==> config.mk <==
export PLATFORM = sky130hd
export DESIGN_NAME = png_chunk_framer_crc32_unit_flat
export DESIGN_NICKNAME = d
export VERILOG_FILES = /design/src/sv/pcf_pkg.sv /design/src/sv/pcf_item_if.sv /design/src/sv/pcf_result_if.sv /design/src/sv/png_chunk_framer_crc32_unit.sv /design/src/flat_wrapper.sv
export SDC_FILE = /design/constraint.sdc
export NUM_CORES = 1
export LEC_CHECK = 0
export BUFFER_PORTS_ARGS = -buffer_cell sky130_fd_sc_hd__buf_2
export CAP_MARGIN = 10
export CORE_MARGIN = 4
export CORE_UTILIZATION = 58
export CTS_CLUSTER_DIAMETER = 120
export DETAILED_ROUTE_END_ITERATION = 10
export GPL_ROUTABILITY_DRIVEN = 0
export PLACE_DENSITY = 0.8
export SLEW_MARGIN = 10
export SYNTH_ARGS = -nofsm -noshare
export SYNTH_HDL_FRONTEND = slang
export SYNTH_SLANG_ARGS = --single-unit
==> constraint.sdc <==
create_clock -name clk -period 5.7 [get_ports clk]
set_input_delay 0.855 -clock clk [delete_from_list [all_inputs] [get_ports clk]]
set_output_delay 0.855 -clock clk [all_outputs]
set_load 0.02 [all_outputs]
==> src/sv/pcf_pkg.sv <==
// Shared constants and the byte-wide CRC-32 update for the PNG chunk framer.
package pcf_pkg;

  localparam int TYPE_W = 32;
  localparam int LEN_W  = 31;
  localparam int BYTE_W = 8;
  localparam int CRC_W  = 32;

  localparam logic [CRC_W-1:0] CRC_POLY   = 32'hEDB8_8320;
  localparam logic [CRC_W-1:0] CRC_PRESET = 32'hFFFF_FFFF;

  // Reflected CRC-32 update over one byte, least significant bit first.
  function automatic logic [CRC_W-1:0] crc_byte(input logic [CRC_W-1:0] c_in,
                                                input logic [BYTE_W-1:0] b);
    logic [CRC_W-1:0] c;
    c = c_in ^ {{(CRC_W-BYTE_W){1'b0}}, b};
    for (int k = 0; k < 8; k++) begin
      c = (c >> 1) ^ (c[0] ? CRC_POLY : '0);
    end
    return c;
  endfunction

endpackage

==> src/sv/pcf_item_if.sv <==
// Input channel of the PNG chunk framer: one item per transfer.
interface pcf_item_if;
  logic                       valid;
  logic                       ready;
  logic                       start_chunk;
  logic [pcf_pkg::TYPE_W-1:0] chunk_type;
  logic [pcf_pkg::LEN_W-1:0]  chunk_length;
  logic                       has_byte;
  logic [pcf_pkg::BYTE_W-1:0] data_byte;
  logic                       end_chunk;

  modport source (output valid, start_chunk, chunk_type, chunk_length, has_byte,
                  data_byte, end_chunk, input ready);
  modport sink   (input valid, start_chunk, chunk_type, chunk_length, has_byte,
                  data_byte, end_chunk, output ready);
endinterface

==> src/sv/pcf_result_if.sv <==
// Output channel of the PNG chunk framer: one framed byte per transfer.
interface pcf_result_if;
  logic                       valid;
  logic                       ready;
  logic [pcf_pkg::BYTE_W-1:0] out_byte;
  logic                       last_of_run;

  modport source (output valid, out_byte, last_of_run, input ready);
  modport sink   (input valid, out_byte, last_of_run, output ready);
endinterface

==> src/sv/png_chunk_framer_crc32_unit.sv <==
// PNG chunk framer: turns items into length, type, data and CRC-32 bytes.
//
//   Channel   Direction  Interface       Moves per transfer
//   -------   ---------  --------------  ---------------------------------
//   items     in         pcf_item_if     one item: start/type/length/byte/end
//   results   out        pcf_result_if   one framed byte and its last flag
//
// Each item produces 0 to 13 bytes (8 header, 1 data, 4 CRC), and the single
// output byte lane sets the rate: an item that produces n bytes holds the
// item register until all n have gone out, so data-only items flow at one per
// cycle while results is not stalled. A byte passes through the item register
// and then the output register before it is offered on results.
// Reset (rst, synchronous) empties both stages and presets the CRC to all ones.
// A stall on results freezes the output register and, through it, the item
// register; items keeps accepting as soon as the held item's last byte moves.
module png_chunk_framer_crc32_unit (
  input  logic         clk,
  input  logic         rst,
  pcf_item_if.sink     items,
  pcf_result_if.source results
);
  import pcf_pkg::*;

  // Item register: the accepted item and the position of its next byte.
  logic              hold_valid;
  logic              h_start;
  logic [TYPE_W-1:0] h_type;
  logic [LEN_W-1:0]  h_len;
  logic              h_has;
  logic [BYTE_W-1:0] h_data;
  logic              h_end;
  logic [3:0]        pos;

  // Running CRC register, kept uninverted.
  logic [CRC_W-1:0]  crc;
  logic [CRC_W-1:0]  crc_next;

  // Output register.
  logic              out_valid;
  logic [BYTE_W-1:0] out_byte;
  logic              out_last;

  // Sequencing of the held item's bytes: header, then data, then CRC.
  logic [3:0]        hdr_cnt;
  logic [3:0]        hdr_dat_cnt;
  logic [3:0]        run_len;
  logic              in_hdr;
  logic              in_dat;
  logic              at_last;
  logic [3:0]        crc_idx;
  logic              emit;
  logic              take;
  logic              item_busy;

  logic [63:0]       hdr_word;
  logic [63:0]       hdr_shift;
  logic [BYTE_W-1:0] hdr_byte;
  logic [CRC_W-1:0]  crc_shift;
  logic [BYTE_W-1:0] crc_out_byte;
  logic [BYTE_W-1:0] byte_sel;

  assign hdr_cnt     = h_start ? 4'd8 : 4'd0;
  assign hdr_dat_cnt = hdr_cnt + {3'b000, h_has};
  assign run_len     = hdr_dat_cnt + (h_end ? 4'd4 : 4'd0);
  assign in_hdr      = pos < hdr_cnt;
  assign in_dat      = !in_hdr && (pos < hdr_dat_cnt);
  assign at_last     = pos == (run_len - 4'd1);
  assign crc_idx     = pos - hdr_dat_cnt;

  // The header is the length with a zero top bit, then the type, big-endian.
  assign hdr_word     = {1'b0, h_len, h_type};
  assign hdr_shift    = hdr_word >> {3'd7 - pos[2:0], 3'b000};
  assign hdr_byte     = hdr_shift[BYTE_W-1:0];
  assign crc_shift    = (~crc) >> {2'd3 - crc_idx[1:0], 3'b000};
  assign crc_out_byte = crc_shift[BYTE_W-1:0];

  always_comb begin
    priority if (in_hdr) begin
      byte_sel = hdr_byte;
    end else if (in_dat) begin
      byte_sel = h_data;
    end else begin
      byte_sel = crc_out_byte;
    end
  end

  // The CRC changes only when a byte is emitted: preset on the first header
  // byte, fold in the type bytes and the data byte, and preset again once the
  // last CRC byte has gone out.
  always_comb begin
    crc_next = crc;
    priority if (in_hdr) begin
      if (pos == 4'd0) begin
        crc_next = CRC_PRESET;
      end else if (pos[2]) begin
        crc_next = crc_byte(crc, hdr_byte);
      end
    end else if (in_dat) begin
      crc_next = crc_byte(crc, h_data);
    end else if (at_last) begin
      crc_next = CRC_PRESET;
    end else begin
      crc_next = crc;
    end
  end

  assign emit      = hold_valid && (!out_valid || results.ready);
  assign items.ready = !hold_valid || (emit && at_last);
  assign take      = items.valid && items.ready;
  // An item with no flag set produces nothing and is dropped at the transfer.
  assign item_busy = items.start_chunk || items.has_byte || items.end_chunk;

  always_ff @(posedge clk) begin
    if (rst) begin
      hold_valid <= 1'b0;
      pos        <= 4'd0;
      crc        <= CRC_PRESET;
      out_valid  <= 1'b0;
    end else begin
      if (emit) begin
        crc <= crc_next;
      end
      if (take) begin
        hold_valid <= item_busy;
        pos        <= 4'd0;
      end else if (emit) begin
        pos <= pos + 4'd1;
        if (at_last) begin
          hold_valid <= 1'b0;
        end
      end
      if (emit) begin
        out_valid <= 1'b1;
      end else if (results.ready) begin
        out_valid <= 1'b0;
      end
    end
  end

  always_ff @(posedge clk) begin
    if (take) begin
      h_start <= items.start_chunk;
      h_type  <= items.chunk_type;
      h_len   <= items.chunk_length;
      h_has   <= items.has_byte;
      h_data  <= items.data_byte;
      h_end   <= items.end_chunk;
    end
    if (emit) begin
      out_byte <= byte_sel;
      out_last <= at_last;
    end
  end

  assign results.valid       = out_valid;
  assign results.out_byte    = out_byte;
  assign results.last_of_run = out_last;

endmodule

==> src/flat_wrapper.sv <==
// flat-port wrapper written by rule: the top's interface ports become plain ports
module png_chunk_framer_crc32_unit_flat import pcf_pkg::*;
  (clk, rst, items_valid, items_start_chunk, items_chunk_type, items_chunk_length, items_has_byte, items_data_byte, items_end_chunk, items_ready, results_valid, results_out_byte, results_last_of_run, results_ready);
  pcf_item_if items_i ();
  pcf_result_if results_i ();
  input  logic clk;
  input  logic rst;
  input wire logic [$bits(items_i.valid)-1:0] items_valid;
  input wire logic [$bits(items_i.start_chunk)-1:0] items_start_chunk;
  input wire logic [$bits(items_i.chunk_type)-1:0] items_chunk_type;
  input wire logic [$bits(items_i.chunk_length)-1:0] items_chunk_length;
  input wire logic [$bits(items_i.has_byte)-1:0] items_has_byte;
  input wire logic [$bits(items_i.data_byte)-1:0] items_data_byte;
  input wire logic [$bits(items_i.end_chunk)-1:0] items_end_chunk;
  output wire logic [$bits(items_i.ready)-1:0] items_ready;
  output wire logic [$bits(results_i.valid)-1:0] results_valid;
  output wire logic [$bits(results_i.out_byte)-1:0] results_out_byte;
  output wire logic [$bits(results_i.last_of_run)-1:0] results_last_of_run;
  input wire logic [$bits(results_i.ready)-1:0] results_ready;
  assign items_i.valid = items_valid;
  assign items_i.start_chunk = items_start_chunk;
  assign items_i.chunk_type = items_chunk_type;
  assign items_i.chunk_length = items_chunk_length;
  assign items_i.has_byte = items_has_byte;
  assign items_i.data_byte = items_data_byte;
  assign items_i.end_chunk = items_end_chunk;
  assign items_ready = items_i.ready;
  assign results_valid = results_i.valid;
  assign results_out_byte = results_i.out_byte;
  assign results_last_of_run = results_i.last_of_run;
  assign results_i.ready = results_ready;
  png_chunk_framer_crc32_unit u_core (.clk(clk), .rst(rst), .items(items_i), .results(results_i));
endmodule
==> results.cfg <==
[place]
post-dp-hpwl_um = 10800
portBuffers = 88

[worst_hold_path]
hp-class = register to register

[critical_path]
cp_num_cells = 8
ff2ff_path_depth = 8
start_kind = register
crit_required_ns = 5.76
critPathLaunch = u_core.pos[0]
crit_family = simple AND/OR/NAND/NOR gates
crit_path_top_delay_cell = and2_2
arrival_ns = 4.07
r2r_start = u_core.pos[0]
cp_cell_sequence = buf_4 > inv_2 > ha_1 > nor4_1 > nand2_1 > nand2_1 > and2_2 > buf_4
crit_buf_inv = 3
max_stage_delay_ns = 0.74
r2r_slack_ns = 1.68
critPathCaptureType = register
cp_max_fo = 41
crit_end = u_core.h_len[21]
reg2reg_to = u_core.h_len[21]
path_class = register to register

[clocking]
cts_hold_buf = 0
clock_latency_ns = 0.42
clock_sinks = 121
post_cts_buffers = 0
cts_tree = done
cts_buffers = 17
clkTransAtPathRegs_ns = 0.05
root_buffer = clkbuf_16
cts_resized = 0
cts_max_level = 4
cts_buffer_depth = 2

[power]
vdd_ir_drop_max_mv = 0.315
p_per_area_nw_per_um2 = 408
p_leak_uw = 0.00286

[final_layout]
syn_to_final_growth_pct = 17.5
utilization_pct = 70.8
antennaDiodeCount = 0
nNetsFinal = 722
drive_above_1_share_pct = 25.8
multiInputGateArea_um2 = 3250
final.fill_count = 757
seqCellArea_um2 = 3250

[logic_synthesis]
muxShareOfSynthArea_pct = 8.65
synthAdderAreaFrac_pct = 1.31
synth-simple-area-share_pct = 5.75
ys_warn_count = 0
synth-edff-count = 83
ys_types = 60
synth_ff_type = edfxtp_1
async_reset_ff_share_pct = 0
ys_top_cells_by_area = edfxtp_1 (37%), dfxtp_1 (11%), xnor2_1 (11%)
synth_top_family_by_area = XOR/XNOR gates
syn_avg_cell_area_um2 = 12.0
synth_seq_cells = 121
yosysTopAreaCellShare_pct = 37.3
syn_nets = 640
synthTopCellsByCount = xnor2_1 (86), edfxtp_1 (83), a21oi_1 (45)
synth.most_common_cell = xnor2_1
synth_cells = 555
syn_area_um2 = 6680
yosysSeqAreaShare_pct = 48.7
synth_compound_area_share_pct = 13.1
synth_xor_xnor_area_share_pct = 19.4
yosys.area.top_type = edfxtp_1

[floorplan]
core.rowCount = 38
die_x_um = 115
ios = 89
floorplan.initialDensity_pct = 60.3
core-area_um2 = 11100
die_y_um = 115
dieArea_um2 = 13300

[detailed_routing]
drc = 0
dr.pass1.iters = 5
viasPerCell = 6.07
antenna_left = 0
wire_per_inst_um = 20.6
num_vias = 4797
wirelength_um = 16300
first_iter_violations = 435

[sta]
setup_viol = 0
finClkSkew_ns = 0.00525
max_freq_mhz = 249
relSlewSlack_pct = 22.1
rsz0062_at_grt = no
worst_slew_pin_slew_ns = 1.17
tns_ns = 0
drv_slew = 0
post-route-period-util_pct = 70.5
hold_viol = 0
period_needed_ns = 4.02

[outcome]
outcome = finished clean

[flow_run]
drv_cap = 0

[grt]
track_usage_pct = 26.1
grt_pass1_wl_um = 26200
grt_max_degree = 65
grt_pass1_vias = 4924
antenna_found_initial = 0
overflow = 0
## worst min path at each step
| stage | cells past startpoint | from | endpoint |
|---|---|---|---|
| global placement | 2 | u_core.hold_valid | u_core.results.valid |
| global route | 2 | u_core.hold_valid | u_core.results.valid |
| floorplan | 2 | u_core.hold_valid | u_core.results.valid |
| finish | 2 | u_core.hold_valid | u_core.results.valid |
| detailed placement | 2 | u_core.hold_valid | u_core.results.valid |
| CTS | 2 | u_core.hold_valid | u_core.results.valid |
## layout by cell type (no fill, tap or decap), drive strengths merged, types with 24 or more instances in the layout
cell type  count
dfxtp         38
xnor2         90
nand2         36
mux2i         24
nor2          30
edfxtp        83
xor2          28
buf           94
a21oi         45
## state kept, by name, summed over array words and instances (netlist names)
| signal | cells |
|---|---|
| u_core.results.last_of_run | 1 |
| u_core.h_has | 1 |
| u_core.h_start | 1 |
| u_core.h_end | 1 |
| u_core.h_type | 32 |
| u_core.h_data | 8 |
| u_core.pos | 4 |
| u_core.results.valid | 1 |
| u_core.results.out_byte | 8 |
| u_core.hold_valid | 1 |
| u_core.h_len | 31 |
| u_core.crc | 32 |
## layer usage
metal	wire [um]	track usage (%)	up-vias	share of wire [%]
li1	-	-	2202	-
met1	6540	33.9	2283	40
met2	7930	41.8	276	49
met3	1380	6.16	36	8.5
met4	447	12.1	0	2.7
met5	0	0	-	0
## final cells by class
class / instances / area share (%)
flip-flops and latches: 121 / 41.4
multi-input cells: 392 / 41.4
repair buffers: 94 / 6.19
clock buffers: 19 / 5.64
clock inverters: 13 / 2.57
well taps: 140 / 2.23
inverters: 11 / 0.558
## stage by stage
| stage | setup slack (ns) | power, uW | cells | hold slack [ns] | area (um2) |
|---|---|---|---|---|---|
| after floorplan | 1.50 | 1820 | 555 | 0.434 | 6680 |
| after global placement | 1.89 | 1990 | 758 | 0.472 | 7200 |
| after detailed placement | 1.73 | 2010 | 758 | 0.469 | 7200 |
| after CTS | 1.70 | 3200 | 790 | 0.506 | 7850 |
| after global routing | 1.48 | 3340 | 790 | 0.529 | 7850 |
| final | 1.68 | 3200 | 790 | 0.497 | 7850 |
## kinds of logic after synthesis
group                      Yosys count
AOI/OAI and AO/OA                  132
xor gates and xnor gates           124
DFF                                121
and+or+nand+nor                     88
buffers and inverters               42
muxes                               41
adders and majority gates            7
## worst reg2reg max path, cell delays in order, from the launching register on
cell and delay, ns:
dfxtp_1 0.32, buf_4 0.28, inv_2 0.18, ha_1 0.56
nor4_1 0.73, nand2_1 0.11, nand2_1 0.13, and2_2 0.74
buf_4 0.58
## power by group
group          internal [uW]  total (uW)  switching [uW]
sequential              1020        1070            57.2
combinational            429         953             524
clock                    783        1170             389
total                   2230        3200             970
(Power assumes the default switching activity.)
